<file path="src/wavhp_pkg.sv">
`timescale 1ns / 1ps
`default_nettype none
// ----------------------------------------------------------------------------
// WAV header parser package
// Shared types, header constants and the sample conversion function.
// ----------------------------------------------------------------------------
package wavhp_pkg;

  localparam logic [31:0] TAG_RIFF = 32'h4646_4952;
  localparam logic [31:0] TAG_WAVE = 32'h4556_4157;
  localparam logic [31:0] TAG_FMT  = 32'h2074_6d66;
  localparam logic [31:0] FMT_SIZE = 32'h0000_0010;
  localparam logic [15:0] FMT_PCM  = 16'h0001;
  localparam logic [15:0] MONO     = 16'h0001;
  localparam logic [31:0] TAG_DATA = 32'h6174_6164;
  localparam logic [15:0] WIDTH_8  = 16'd8;
  localparam logic [15:0] WIDTH_16 = 16'd16;

  localparam logic [5:0] POS_RIFF  = 6'd3;
  localparam logic [5:0] POS_WAVE  = 6'd11;
  localparam logic [5:0] POS_FMT   = 6'd15;
  localparam logic [5:0] POS_FSIZE = 6'd19;
  localparam logic [5:0] POS_PCM   = 6'd21;
  localparam logic [5:0] POS_CHAN  = 6'd23;
  localparam logic [5:0] POS_RATE  = 6'd27;
  localparam logic [5:0] POS_BITS  = 6'd35;
  localparam logic [5:0] POS_DATA  = 6'd39;
  localparam logic [5:0] POS_DSIZE = 6'd43;

  // Rounded-up 2^24 / 257; exact floor division for every 16-bit input.
  localparam logic [31:0] DIV257_RECIP = 32'h0000_FF01;

  typedef enum logic [1:0] {
    PH_HEADER = 2'd0,
    PH_DATA   = 2'd1,
    PH_IDLE   = 2'd2
  } phase_t;

  typedef enum logic [1:0] {
    KIND_SAMPLE = 2'd0,
    KIND_HEADER = 2'd1,
    KIND_ERROR  = 2'd2
  } kind_t;

  typedef enum logic [2:0] {
    ERR_TAG      = 3'd0,
    ERR_FORMAT   = 3'd1,
    ERR_CHANNELS = 3'd2,
    ERR_WIDTH    = 3'd3,
    ERR_TRUNC    = 3'd4,
    ERR_NONE     = 3'd5
  } err_t;

  typedef struct packed {
    logic [7:0] data_byte;
    logic       end_of_file;
  } in_beat_t;

  typedef struct packed {
    kind_t       kind;
    logic [7:0]  sample_value;
    logic [31:0] rate_hz;
    err_t        error_code;
    logic        final_sample;
  } result_t;

  function automatic logic [7:0] div257(input logic [15:0] v);
    logic [31:0] p;
    p = 32'(v) * DIV257_RECIP;
    return p[31:24];
  endfunction

endpackage
`default_nettype wire

</file>
<file path="src/wavhp_in_stage.sv">
`timescale 1ns / 1ps
`default_nettype none
// ----------------------------------------------------------------------------
// Input register
// Holds one incoming beat until the parser core consumes it.
// ----------------------------------------------------------------------------
module wavhp_in_stage (
  input  wire logic              clk,
  input  wire logic              rst,
  input  wire logic              in_valid,
  output logic                   in_ready,
  input  wire wavhp_pkg::in_beat_t in_beat,
  input  wire logic              take,
  output logic                   held_valid,
  output wavhp_pkg::in_beat_t    held_beat
);
  import wavhp_pkg::*;

  assign in_ready = !held_valid || take;

  always_ff @(posedge clk) begin
    if (rst) begin
      held_valid <= 1'b0;
    end else if (in_ready) begin
      held_valid <= in_valid;
    end
  end

  always_ff @(posedge clk) begin
    if (in_ready && in_valid) begin
      held_beat <= in_beat;
    end
  end

endmodule
`default_nettype wire

</file>
<file path="src/wavhp_core.sv">
`timescale 1ns / 1ps
`default_nettype none
// ----------------------------------------------------------------------------
// Parser core
// Header checks, data phase state and sample conversion, one byte per beat.
// ----------------------------------------------------------------------------
module wavhp_core (
  input  wire logic                clk,
  input  wire logic                rst,
  input  wire logic                fire,
  input  wire wavhp_pkg::in_beat_t beat,
  output logic                     res_valid,
  output wavhp_pkg::result_t       res
);
  import wavhp_pkg::*;

  phase_t      phase, phase_next;
  logic [5:0]  header_position, header_position_next;
  logic [31:0] field_assembly, field_assembly_next;
  logic [31:0] rate_store, rate_store_next;
  logic        width8, width8_next;
  logic        width16, width16_next;
  logic [31:0] samples_left, samples_left_next;
  logic [7:0]  low_byte_hold, low_byte_hold_next;
  logic        byte_phase, byte_phase_next;

  logic [31:0] fa_shift;
  logic [15:0] hi16;
  logic        hdr_fail;
  err_t        hdr_code;
  logic        hdr_done;
  logic [31:0] hdr_count;
  logic        produced;
  logic [7:0]  value;
  logic [31:0] sl_dec;
  logic [31:0] sl_after;
  logic        eof;

  assign eof      = beat.end_of_file;
  assign fa_shift = {beat.data_byte, field_assembly[31:8]};
  assign hi16     = fa_shift[31:16];
  assign sl_dec   = samples_left - 32'd1;
  assign sl_after = produced ? sl_dec : samples_left;

  always_comb begin
    hdr_fail             = 1'b0;
    hdr_code             = ERR_TAG;
    hdr_done             = 1'b0;
    hdr_count            = '0;
    produced             = 1'b0;
    value                = '0;
    header_position_next = header_position;
    field_assembly_next  = field_assembly;
    rate_store_next      = rate_store;
    width8_next          = width8;
    width16_next         = width16;
    samples_left_next    = samples_left;
    low_byte_hold_next   = low_byte_hold;
    byte_phase_next      = byte_phase;
    case (phase)
      PH_HEADER: begin
        field_assembly_next  = fa_shift;
        header_position_next = header_position + 6'd1;
        case (header_position)
          POS_RIFF:  hdr_fail = (fa_shift != TAG_RIFF);
          POS_WAVE:  hdr_fail = (fa_shift != TAG_WAVE);
          POS_FMT:   hdr_fail = (fa_shift != TAG_FMT);
          POS_FSIZE: hdr_fail = (fa_shift != FMT_SIZE);
          POS_PCM: begin
            hdr_fail = (hi16 != FMT_PCM);
            hdr_code = ERR_FORMAT;
          end
          POS_CHAN: begin
            hdr_fail = (hi16 != MONO);
            hdr_code = ERR_CHANNELS;
          end
          POS_RATE:  rate_store_next = fa_shift;
          POS_BITS: begin
            width8_next  = (hi16 == WIDTH_8);
            width16_next = (hi16 == WIDTH_16);
          end
          POS_DATA:  hdr_fail = (fa_shift != TAG_DATA);
          POS_DSIZE: begin
            if (width8) begin
              hdr_count = fa_shift;
              hdr_done  = 1'b1;
            end else if (width16) begin
              hdr_count = {1'b0, fa_shift[31:1]};
              hdr_done  = 1'b1;
            end else begin
              hdr_fail = 1'b1;
              hdr_code = ERR_WIDTH;
            end
          end
          default: begin
          end
        endcase
        if (hdr_done) begin
          samples_left_next = hdr_count;
          byte_phase_next   = 1'b0;
        end
      end
      PH_DATA: begin
        if (width8) begin
          produced = 1'b1;
          value    = beat.data_byte;
        end else if (!byte_phase) begin
          low_byte_hold_next = beat.data_byte;
          byte_phase_next    = 1'b1;
        end else begin
          produced        = 1'b1;
          value           = div257({~beat.data_byte[7], beat.data_byte[6:0], low_byte_hold});
          byte_phase_next = 1'b0;
        end
        if (produced) begin
          samples_left_next = sl_dec;
        end
      end
      default: begin
      end
    endcase
  end

  always_comb begin
    phase_next = phase;
    if (eof) begin
      phase_next = PH_HEADER;
    end else begin
      case (phase)
        PH_HEADER: begin
          if (hdr_fail) begin
            phase_next = PH_IDLE;
          end else if (hdr_done) begin
            phase_next = (hdr_count != 32'd0) ? PH_DATA : PH_IDLE;
          end
        end
        PH_DATA: begin
          if (produced && sl_dec == 32'd0) begin
            phase_next = PH_IDLE;
          end
        end
        default: phase_next = phase;
      endcase
    end
  end

  always_comb begin
    res_valid        = 1'b0;
    res.kind         = KIND_SAMPLE;
    res.sample_value = '0;
    res.rate_hz      = '0;
    res.error_code   = ERR_NONE;
    res.final_sample = 1'b0;
    case (phase)
      PH_HEADER: begin
        if (hdr_fail) begin
          res_valid      = 1'b1;
          res.kind       = KIND_ERROR;
          res.error_code = hdr_code;
        end else if (hdr_done && !(eof && hdr_count != 32'd0)) begin
          res_valid   = 1'b1;
          res.kind    = KIND_HEADER;
          res.rate_hz = rate_store;
        end else if (eof) begin
          res_valid      = 1'b1;
          res.kind       = KIND_ERROR;
          res.error_code = ERR_TRUNC;
        end
      end
      PH_DATA: begin
        if (eof && sl_after != 32'd0) begin
          res_valid      = 1'b1;
          res.kind       = KIND_ERROR;
          res.error_code = ERR_TRUNC;
        end else if (produced) begin
          res_valid        = 1'b1;
          res.sample_value = value;
          res.final_sample = (sl_dec == 32'd0);
        end
      end
      default: begin
      end
    endcase
  end

  always_ff @(posedge clk) begin
    if (rst) begin
      phase           <= PH_HEADER;
      header_position <= '0;
      field_assembly  <= '0;
      rate_store      <= '0;
      width8          <= 1'b0;
      width16         <= 1'b0;
      samples_left    <= '0;
      low_byte_hold   <= '0;
      byte_phase      <= 1'b0;
    end else if (fire) begin
      if (eof) begin
        phase           <= PH_HEADER;
        header_position <= '0;
        field_assembly  <= '0;
        rate_store      <= '0;
        width8          <= 1'b0;
        width16         <= 1'b0;
        samples_left    <= '0;
        low_byte_hold   <= '0;
        byte_phase      <= 1'b0;
      end else begin
        phase           <= phase_next;
        header_position <= header_position_next;
        field_assembly  <= field_assembly_next;
        rate_store      <= rate_store_next;
        width8          <= width8_next;
        width16         <= width16_next;
        samples_left    <= samples_left_next;
        low_byte_hold   <= low_byte_hold_next;
        byte_phase      <= byte_phase_next;
      end
    end
  end

endmodule
`default_nettype wire

</file>
<file path="src/wavhp_out_stage.sv">
`timescale 1ns / 1ps
`default_nettype none
// ----------------------------------------------------------------------------
// Result register
// Holds one result beat until the consumer takes it.
// ----------------------------------------------------------------------------
module wavhp_out_stage (
  input  wire logic               clk,
  input  wire logic               rst,
  input  wire logic               fire,
  input  wire logic               res_valid,
  input  wire wavhp_pkg::result_t res,
  output logic                    can_take,
  output logic                    out_valid,
  input  wire logic               out_ready,
  output wavhp_pkg::result_t      out_res
);
  import wavhp_pkg::*;

  assign can_take = !out_valid || out_ready;

  always_ff @(posedge clk) begin
    if (rst) begin
      out_valid <= 1'b0;
    end else if (can_take) begin
      out_valid <= fire && res_valid;
    end
  end

  always_ff @(posedge clk) begin
    if (can_take && fire && res_valid) begin
      out_res <= res;
    end
  end

endmodule
`default_nettype wire

</file>
<file path="src/wav_header_parse_and_sample_convert.sv">
`timescale 1ns / 1ps
`default_nettype none
// ----------------------------------------------------------------------------
// WAV header parser and sample converter
// Checks a 44-byte mono PCM WAV header and converts the data chunk to
// unsigned 8-bit samples.
// ----------------------------------------------------------------------------
// The block takes one file byte per cycle and gives at most one result beat
// per byte; an accepted byte passes through one input register and one
// result register, with the header check and the 16-bit to 8-bit
// conversion done in a single pass between them. Throughput stays at one
// byte per cycle as long as the consumer takes results; a stalled result
// register holds the input side after one more byte. No clearing pass
// follows reset.
module wav_header_parse_and_sample_convert (
  input  wire logic        clk,
  input  wire logic        rst,
  input  wire logic        in_valid,
  output logic             in_ready,
  input  wire logic [7:0]  data_byte,
  input  wire logic        end_of_file,
  output logic             out_valid,
  input  wire logic        out_ready,
  output logic [1:0]       kind,
  output logic [7:0]       sample_value,
  output logic [31:0]      rate_hz,
  output logic [2:0]       error_code,
  output logic             final_sample
);
  import wavhp_pkg::*;

  in_beat_t in_beat;
  in_beat_t held_beat;
  logic     held_valid;
  logic     can_take;
  logic     fire;
  logic     res_valid;
  result_t  res;
  result_t  out_res;

  assign in_beat.data_byte   = data_byte;
  assign in_beat.end_of_file = end_of_file;
  assign fire                = held_valid && can_take;

  wavhp_in_stage u_in_stage (
    .clk        (clk),
    .rst        (rst),
    .in_valid   (in_valid),
    .in_ready   (in_ready),
    .in_beat    (in_beat),
    .take       (can_take),
    .held_valid (held_valid),
    .held_beat  (held_beat)
  );

  wavhp_core u_core (
    .clk       (clk),
    .rst       (rst),
    .fire      (fire),
    .beat      (held_beat),
    .res_valid (res_valid),
    .res       (res)
  );

  wavhp_out_stage u_out_stage (
    .clk       (clk),
    .rst       (rst),
    .fire      (fire),
    .res_valid (res_valid),
    .res       (res),
    .can_take  (can_take),
    .out_valid (out_valid),
    .out_ready (out_ready),
    .out_res   (out_res)
  );

  assign kind         = out_res.kind;
  assign sample_value = out_res.sample_value;
  assign rate_hz      = out_res.rate_hz;
  assign error_code   = out_res.error_code;
  assign final_sample = out_res.final_sample;

  a_empty_accepts : assert property (@(posedge clk) disable iff (rst)
    !out_valid |-> in_ready)
    else $error("Input stalled while the result register is empty.");

  a_final_is_sample : assert property (@(posedge clk) disable iff (rst)
    (out_valid && final_sample) |-> (kind == KIND_SAMPLE))
    else $error("Final flag on a beat that is not a sample.");

  a_error_code_match : assert property (@(posedge clk) disable iff (rst)
    (out_valid && kind != KIND_ERROR) |-> (error_code == ERR_NONE))
    else $error("Error code set on a beat that is not an error.");

  a_stall_holds : assert property (@(posedge clk) disable iff (rst)
    (held_valid && !can_take) |=> held_valid)
    else $error("Held input beat dropped during a stall.");

endmodule
`default_nettype wire
</file>
<file path="config.mk">
export PLATFORM = sky130hd
export DESIGN_NAME = wav_header_parse_and_sample_convert
export DESIGN_NICKNAME = d
export VERILOG_FILES = /design/src/wavhp_pkg.sv /design/src/wavhp_in_stage.sv /design/src/wavhp_core.sv /design/src/wavhp_out_stage.sv /design/src/wav_header_parse_and_sample_convert.sv
export SDC_FILE = /design/constraint.sdc
export NUM_CORES = 1
export LEC_CHECK = 0
export BUFFER_PORTS_ARGS = -buffer_cell sky130_fd_sc_hd__clkbuf_2
export CORE_MARGIN = 3
export CORE_UTILIZATION = 50
export CTS_CLUSTER_DIAMETER = 50
export DETAILED_ROUTE_END_ITERATION = 10
export GPL_TIMING_DRIVEN = 1
export PLACE_DENSITY = 0.67
export SLEW_MARGIN = 40
export SYNTH_ARGS = -nofsm -noshare
export SYNTH_HDL_FRONTEND = slang
export SYNTH_HIERARCHICAL = 1
export SYNTH_SLANG_ARGS = --single-unit
</file>
<file path="constraint.sdc">
create_clock -name clk -period 8.1 [get_ports clk]
set_input_delay 2.43 -clock clk [delete_from_list [all_inputs] [get_ports clk]]
set_output_delay 2.43 -clock clk [all_outputs]
set_load 0.05 [all_outputs]
</file>
---- Word-level counts from Yosys, hierarchy flattened ----
Index checks and enable logic that the tools add are counted.
word-level totals
  register bits ........................... 172
  bits of input ports ..................... 13
  output and inout port bits .............. 48
  word-level logic and storage cells ...... 156
cells by class
  $add $sub $neg .......................... 2
  multiply operators ...................... 1
  equality and inequality tests ........... 26
  multiplexer cells ....................... 71
  bitwise gates (word level) .............. 5
  reduce and logical (&&, ||, !) cells .... 33
operators by type and width
  cell                                                      number
  2-to-1 mux 32 bit                                         12
  inequality test 32 x 31 -> 1 bit (second input constant)  3
  one-hot mux 32 bit (2 select lines)                       1
  nonzero test 32 bit                                       2
  2-to-1 mux 8 bit                                          6
  zero test 32 bit                                          1
  multiplier 16 x 16 -> 32 bit (second input constant)      1
  inequality test 32 x 30 -> 1 bit (second input constant)  1
  inequality test 32 x 5 -> 1 bit (second input constant)   1
  subtractor 32 x 1 -> 32 bit (second input constant)       1
  2-to-1 mux 31 bit                                         1
  2-to-1 mux 1 bit                                          29
  == test 6 x 5 -> 1 bit (second input constant)            4
  2-to-1 mux 2 bit                                          10
  == test 6 bit (second input constant)                     3
  == test 16 x 4 -> 1 bit (second input constant)           1
  == test 16 x 5 -> 1 bit (second input constant)           1
  inequality test 16 x 1 -> 1 bit (second input constant)   1
  AND reduction 4 bit                                       4
  == test 6 x 4 -> 1 bit (second input constant)            2
  2-to-1 mux 6 bit                                          2
  logical AND 1 bit                                         9
  2-to-1 mux 3 bit                                          3
  one-hot mux 3 bit (3 select lines)                        1
  other kinds (21)                                          38

---- Depth between registers and ports, before layout ----
Gate-level depths: netlist of the first run.
  depth in word-level cells ............... 12
  mapped depth ............................ 21
  mapped depth without buffers ............ 20

---- By module ----
The synthesis of the first run kept the hierarchy.
by module, submodules not included
  module                               times used  cells each  area each (um^2)  seq. area each (um^2)
  wavhp_core                           1           1331        10495.1           2142.1
  wavhp_out_stage                      1           51          1443.9            1401.3
  wavhp_in_stage                       1           14          325.3             290.3
  wav_header_parse_and_sample_convert  1           1           6.3               0.0

---- Least setup slack after synthesis of the first run ----
No wires, ideal clock.
  path kind ............................... flip-flop to flip-flop
  start point ............................. reg u_in_stage/held_beat[1] (netlist name)
  end point ............................... reg u_out_stage/out_res[41] (netlist name)
  library setup time ...................... 0.259 ns
  data arrival time ....................... 5.350 ns
  required time ........................... 7.841 ns
  path slack .............................. 2.491 ns
  cell stages (with the launch flop) ...... 20
  buffers on the path ..................... 0
  period minus slack after synthesis ...... 5.609 ns
  cells stage by stage .................... edfxtp_1 inv_1 fa_1 inv_1 fa_1 fa_1 inv_1 fa_1 inv_1 ha_1 ha_1 ha_1 nand3_1 o22ai_1 a211oi_1 a211oi_1 o31a_1 or3_1 a32oi_1 nor2_1
on the way
  word-level cells in the longest chain between the ends .. 3
RTL lines
  what                          RTL line           RTL
  multiplier 16 x 16 -> 32 bit  wavhp_pkg.sv:69    p = 32'(v) * DIV257_RECIP;
  2-to-1 mux 8 bit              wavhp_core.sv:107  end else if (!byte_phase) begin
  2-to-1 mux 8 bit              wavhp_core.sv:104  if (width8) begin
No other way between the ends.
A chain may end at the register's enable or synchronous reset.

---- Final worst setup path of the first run ----
  start point ............................. reg u_in_stage/held_beat[1] (netlist name)
  end point ............................... reg u_out_stage/out_res[41] (netlist name)
on the way
  word-level cells in the longest chain between the ends .. 3
RTL lines
  what                          RTL line
  multiplier 16 x 16 -> 32 bit  wavhp_pkg.sv:69
  2-to-1 mux 8 bit              wavhp_core.sv:107
  2-to-1 mux 8 bit              wavhp_core.sv:104
No other way between the ends.

==> impl_metrics.toml, run 1 <==
[yosys]
ys.flop_type = "dfxtp_1"
synth_enable_flop_cells = 55
synth_top_area_frac = 0.178
synthesis.nets = 1584
synthCells = 1397
postSynthAreaPerCell_um2 = 8.78
ys_types = 77
yosysMostFrequentCell = "nor2_1"
synth_area_leaders = "dfxtp_1 (18%), edfxtp_1 (13%), fa_1 (12%)"
ys_ff_latch = 164
yosysWarningCount = 6
yosysSeqAreaShare = 0.312
synth.largest_area_cell = "dfxtp_1"
ys_top_cells_by_count = "nor2_1 (149), inv_1 (139), dfxtp_1 (109)"
async_reset_ff_frac = 0
synth_area_um2 = 12300

[grt]
grtUsageMet1 = 0.360
grt_use_met2 = 0.390
grt_pass1_vias = 9823
antenna_found_initial = 0
grt_pass1_wl_um = 52400
grt_overflow = 0
grt_max_degree = 56
grt_use_total = 0.248
met3_usage = 0.0356
top_usage_layer = "met2"

[clock_network]
cts_root_buffer = "clkbuf_16"
cts_hold_buf = 0
cts_resized = 0
cts.sinks = 164
clkTransAtPathRegs_ns = 0.08
cts_tree = "yes"
htree_num_levels = 4
clk_latency_ns = 0.44
cts_setup_buffers = 0
clockBufferDepth = 2
cts_made_buffers = 17

[routing]
routed_wl_um = 31800
drt_iter0_markers = 1131
drt_first_pass_iters = 6
drc = 0
wl_per_cell_um = 18.4
vias_per_cell = 5.93
vias = 10300
antenna_left = 0

[sta]
max_clock_freq_ghz = 0.152
worst_pin_slew_ns = 0.878
fin_ws_ns = 1.51
rsz0062_at_grt = "false"
period_share = 0.814
slew_viol_final = 0
max_slew_margin = 0.406
post-route-min-period_ns = 6.59
hold_viol = 0
tns_ns = 0
fin_skew_ns = 0.0151
setup_viol = 0

[setup_path]
cpPeakStageDelay_ns = 0.72
cp.required_ns = 8.28
cp_slowest_cell = "edfxtp_1"
endpoint_kind = "flip-flop"
startpoint_type = "flip-flop"
rr_worst_depth = 19
crit_arrival_ns = 6.78
cp_max_fo = 11
crit_chain = "inv_1 -> fa_1 -> inv_1 -> fa_1 -> fa_1 -> inv_1 -> fa_1 -> inv_1 -> ha_1 -> ha_1 -> ha_1 -> nand3_1 -> o22ai_1 -> a211oi_1 -> a211oi_1 -> o31a_1 -> or3_1 -> a32oi_1 -> nor2_1"
critPathKind = "flip-flop to flip-flop"

[pwr]
power.switching_mw = 0.944
comb_power_share = 0.344
leakage_nw = 5.65
p_clk_frac = 0.317
netSwitchingFraction = 0.363
power.share.sequential = 0.339
p_per_area_nw_per_um2 = 195
peakVddDrop_v = 0.000174
p_int_mw = 1.65

[final_layout]
diodes = 0
fillCellCount = 2176
fin_nets = 1584
area_delta_synth_final_pct = 8.78
drive_gt1_frac = 0.0986

[placed_design]
numPortBuffers = 60
hpwl_um = 22600
dpl_worst_slack_ns = 1.59
place.gp.congestion = 0.930

[hold_path]
hold_class = "flip-flop to flip-flop"
holdPathStages = 2

[job]
drv_cap = 0

[floorplanning]
die_w_um = 163
die_y_um = 163
rows = 56
ios = 61
dieArea_um2 = 26500
start_util = 0.515
core_region_area_um2 = 23800

[outcome]
outcome = "finished clean"
kinds of logic (layout without fill, tap and decap cells):
logic type | count (synthesis) | after routing | synth area share
xor+xnor | 27 | 27 | 0.0193
fa+ha+maj | 174 | 174 | 0.222
buf+inv | 232 | 245 | 0.0730
mux | 11 | 11 | 0.00897
simple gates | 478 | 478 | 0.203
compound gates | 311 | 311 | 0.162
flops | 164 | 164 | 0.312
state kept, by name, indices dropped and copies added (netlist names):
name / flops
u_core/byte_phase: 1
u_core/field_assembly: 24
u_core/header_position: 6
u_core/low_byte_hold: 8
u_core/phase: 2
u_core/rate_store: 32
u_core/samples_left: 32
u_core/width16: 1
u_core/width8: 1
u_in_stage/held_beat: 9
u_in_stage/held_valid: 1
u_out_stage/out_res: 46
u_out_stage/out_valid: 1
metal layers:
layer  routed length (µm)  share of wire  vias to the layer above
li1                     -              -                     4880
met1                14200           0.45                     4909
met2                14500           0.45                      419
met3                 2500          0.078                       50
met4                  708          0.022                        0
met5                    0              0                        -
final cells by class:
class	count	area, µm²	area share
Multi-Input combinational cell	1001	7570	0.567
Sequential cell	164	3830	0.287
Inverter	139	522	0.0391
Clock buffer	17	425	0.0319
Timing Repair Buffer	74	423	0.0317
Tap cell	319	399	0.0299
Clock inverter	15	176	0.0132
power by group through the flow:
stage / logic, mW / registers, mW / clock network, mW
after floorplan: 0.686 / 0.895 / 0
after global placement: 0.859 / 0.900 / 0
after detailed placement: 0.894 / 0.899 / 0
after CTS: 0.903 / 0.880 / 0.839
after global routing: 1.03 / 0.882 / 0.872
final: 0.895 / 0.881 / 0.823
cell usage in the layout (no fill, tap or decap), types with 6 or more instances in the layout:
cell,instances
fa_1,73
o22ai_1,9
nand3_1,19
xor2_1,6
nor2b_1,12
a211oi_1,6
dfxtp_1,108
o21a_1,10
nand4_1,9
o32ai_1,7
a21o_1,6
o31ai_1,6
a21oi_1,97
mux2i_1,11
nor3b_1,13
nand2_1,91
xnor2_1,21
inv_1,139
or3_1,13
or4_1,11
and2_1,37
nor2_1,148
ha_1,101
nor4_1,20
nand2b_1,8
o21ai_0,59
edfxtp_1,55
a31oi_1,13
clkbuf_16,17
a22oi_1,47
buf_4,13
clkbuf_2,59
nand3b_1,7
nor3_1,47
path summary, 6_finish.rpt:
path	start	end	slack, ns
max reg2reg	u_in_stage/held_beat[1]	u_out_stage/out_res[41]	1.51
min	u_core/rate_store[29]	u_core/rate_store[29]	0.45
min reg2reg	u_core/rate_store[29]	u_core/rate_store[29]	0.45
max	u_in_stage/held_beat[1]	u_out_stage/out_res[41]	1.51
worst max-delay path, delay by kind of cell, from the launching register on:
family / cells / cell delay [ns]
AO/OA/AOI/OAI: 5 / 1.64
buffers and inverters: 4 / 0.38
AND/OR/NAND/NOR: 3 / 0.48
flip-flops: 1 / 0.72
adder cells (fa/ha/maj): 7 / 3.13
through the flow:
step | power (mW) | hold WS (ns) | instance area (µm²) | cells | util
after detailed placement | 1.79 | 0.445 | 12700 | 1697 | 0.535
after floorplan | 1.58 | 0.432 | 12300 | 1397 | -
after global routing | 2.79 | 0.467 | 13300 | 1729 | 0.560
after CTS | 2.62 | 0.455 | 13300 | 1729 | 0.560
final | 2.60 | 0.453 | 13300 | 1729 | 0.560
after global placement | 1.76 | 0.443 | 12700 | 1695 | 0.533
No activity file was read; power rests on OpenSTA's default activity.
==> inputs of run 2 (changes only) <==
PLACE_DENSITY = 0.7   (was 0.67)
clock period = 5.46 ns   (was 8.1 ns; I/O delays follow)
==> impl_metrics.toml, run 2 (synthesized netlist as in run 1, its figures left out) <==
[outcome]
outcome = "finished, violations left"
violations = "negative setup slack"

[sta]
hold_viol = 0
fin_ws_ns = -0.158
fin_skew_ns = 0.0152
post-route-min-period_ns = 5.62
setup_viol = 2
rsz0062_at_grt = "true"
period_share = 1.03
max_slew_margin = 0.484
slew_viol_final = 0
max_clock_freq_ghz = 0.178
worst_pin_slew_ns = 0.764

[placed_design]
place.gp.congestion = 0.909
numPortBuffers = 60
dpl_worst_slack_ns = -0.197
hpwl_um = 23500

[routing]
drt_first_pass_iters = 7
drt_iter0_markers = 1230
antenna_left = 0
routed_wl_um = 33600
vias = 10800
drc = 0
wl_per_cell_um = 18.7
vias_per_cell = 6.01

[grt]
grt_pass1_wl_um = 53400
grt_overflow = 0
met3_usage = 0.0420
top_usage_layer = "met2"
grt_max_degree = 56
grt_pass1_vias = 10300
grtUsageMet1 = 0.353
antenna_found_initial = 0
grt_use_met2 = 0.396
grt_use_total = 0.251

[setup_path]
cp.required_ns = 5.64
startpoint = "u_core/low_byte_hold[3]"
endpoint_kind = "flip-flop"
crit_end = "u_out_stage/out_res[41]"
rrSetupSlack_ns = -0.16
cp_max_fo = 5
startpoint_type = "flip-flop"
timing.rr.start = "u_core/low_byte_hold[3]"
rr_worst_depth = 21
r2r-end = "u_out_stage/out_res[41]"
critPathKind = "flip-flop to flip-flop"
cpPeakStageDelay_ns = 0.59
crit_arrival_ns = 5.79
crit_chain = "buf_6 -> fa_2 -> inv_2 -> fa_1 -> inv_2 -> fa_1 -> inv_1 -> fa_1 -> inv_1 -> ha_1 -> ha_1 -> ha_1 -> nand3_2 -> nor2_2 -> a211oi_2 -> buf_4 -> a211oi_4 -> o31a_1 -> or3_1 -> a32oi_1 -> nor2_1"
cp_slowest_cell = "fa_2"

[clock_network]
cts_tree = "yes"
clkTransAtPathRegs_ns = 0.07
cts.sinks = 164
clk_latency_ns = 0.44
clockBufferDepth = 2
cts_made_buffers = 17
cts_root_buffer = "clkbuf_16"
cts_hold_buf = 0
htree_num_levels = 4

[pwr]
p_per_area_nw_per_um2 = 314
peakVddDrop_v = 0.000488
leakage_nw = 5.94

[final_layout]
final_common_cell = "nor2_1"
layout_common_cells = "nor2_1 (147), inv_1 (130), dfxtp_1 (103), a21oi_1 (94), nand2_1 (91)"
fin_nets = 1648
top_register = "u_out_stage/out_res"
area_delta_synth_final_pct = 16.0
drive_gt1_frac = 0.175
diodes = 0
largest_reg_flops = 46
postLayoutCoreUtil = 0.598
reg_top3 = "u_out_stage/out_res x46, u_core/rate_store x32, u_core/samples_left x32"

[floorplanning]
start_util = 0.515
core_region_area_um2 = 23800
dieArea_um2 = 26500
die_w_um = 163
die_y_um = 163
rows = 56
ios = 61

[hold_path]
hold_class = "flip-flop to flip-flop"

[job]
drv_cap = 0
-- run 2: cell types whose count changed in the layout (fill, tap and decap cells not counted), moves of 5 or more --
cell,delta
buf_4,+57
ha_1,-23
ha_4,+23
inv_1,-9
inv_2,+9
buf_6,+6
fa_1,-6
fa_2,+6
dfxtp_1,-5
-- run 2: metal layers --
| metal | wire (µm) | up-vias |
|---|---|---|
| li1 | - | 5018 |
| met1 | 14800 | 5181 |
| met2 | 15200 | 493 |
| met3 | 2560 | 78 |
| met4 | 984 | 0 |
| met5 | 0 | - |
-- run 2: power by group --
group          switching, mW  internal [mW]
registers             0.0229           1.27
clock network          0.587          0.613
logic                   1.05          0.929
total                   1.66           2.81
-- run 2: worst max-delay path, delay by kind of cell (launching register included) --
family                     cells  cell delay [ns]
DFF                            1             0.33
and+or+nand+nor                4             0.67
AOI/OAI and AO/OA              4             0.81
buffers and inverters          6             0.50
adders and majority gates      7             3.04
-- run 2: worst min-delay path by stage --
stage	from	depth (start not counted)	slack [ns]	endpoint
floorplan	u_core/rate_store[19]	2	0.43	u_core/rate_store[19]
global placement	u_core/rate_store[24]	2	0.44	u_core/rate_store[24]
detailed placement	u_core/rate_store[30]	2	0.44	u_core/rate_store[30]
CTS	u_core/rate_store[30]	2	0.45	u_core/rate_store[30]
global route	u_core/rate_store[26]	2	0.49	u_core/rate_store[26]
finish	u_core/rate_store[26]	2	0.45	u_core/rate_store[26]
-- run 2: through the flow --
| stage | TNS, ns | cell area, µm² | power, mW | hold slack, ns | instances |
|---|---|---|---|---|---|
| detailed placement | -0.531 | 13100 | 2.76 | 0.445 | 1744 |
| global placement | -0.0873 | 13100 | 2.70 | 0.441 | 1743 |
| finish | -0.182 | 14200 | 4.47 | 0.452 | 1793 |
| global route | -0.794 | 14200 | 4.74 | 0.492 | 1793 |
| CTS | 0 | 13900 | 4.04 | 0.455 | 1786 |
| floorplan | 0 | 12300 | 2.35 | 0.432 | 1397 |
-- run 2: what timing repair did --
action	4_1_cts	5_1_grt
setup buffers	10	8
setup endpoints to repair	6	8
endpoints found under the hold margin	0	0
pin swaps	15	33
gates resized for setup	23	45
-- run 2: area by class of cell --
| class | count | area, µm² |
|---|---|---|
| inverter | 139 | 522 |
| tap | 319 | 399 |
| clock buffer | 17 | 425 |
| fill | 2036 | 9580 |
| clock inverter | 15 | 160 |
| timing repair buffer | 138 | 928 |
| multi-input combinational | 1001 | 7960 |
| sequential | 164 | 3850 |
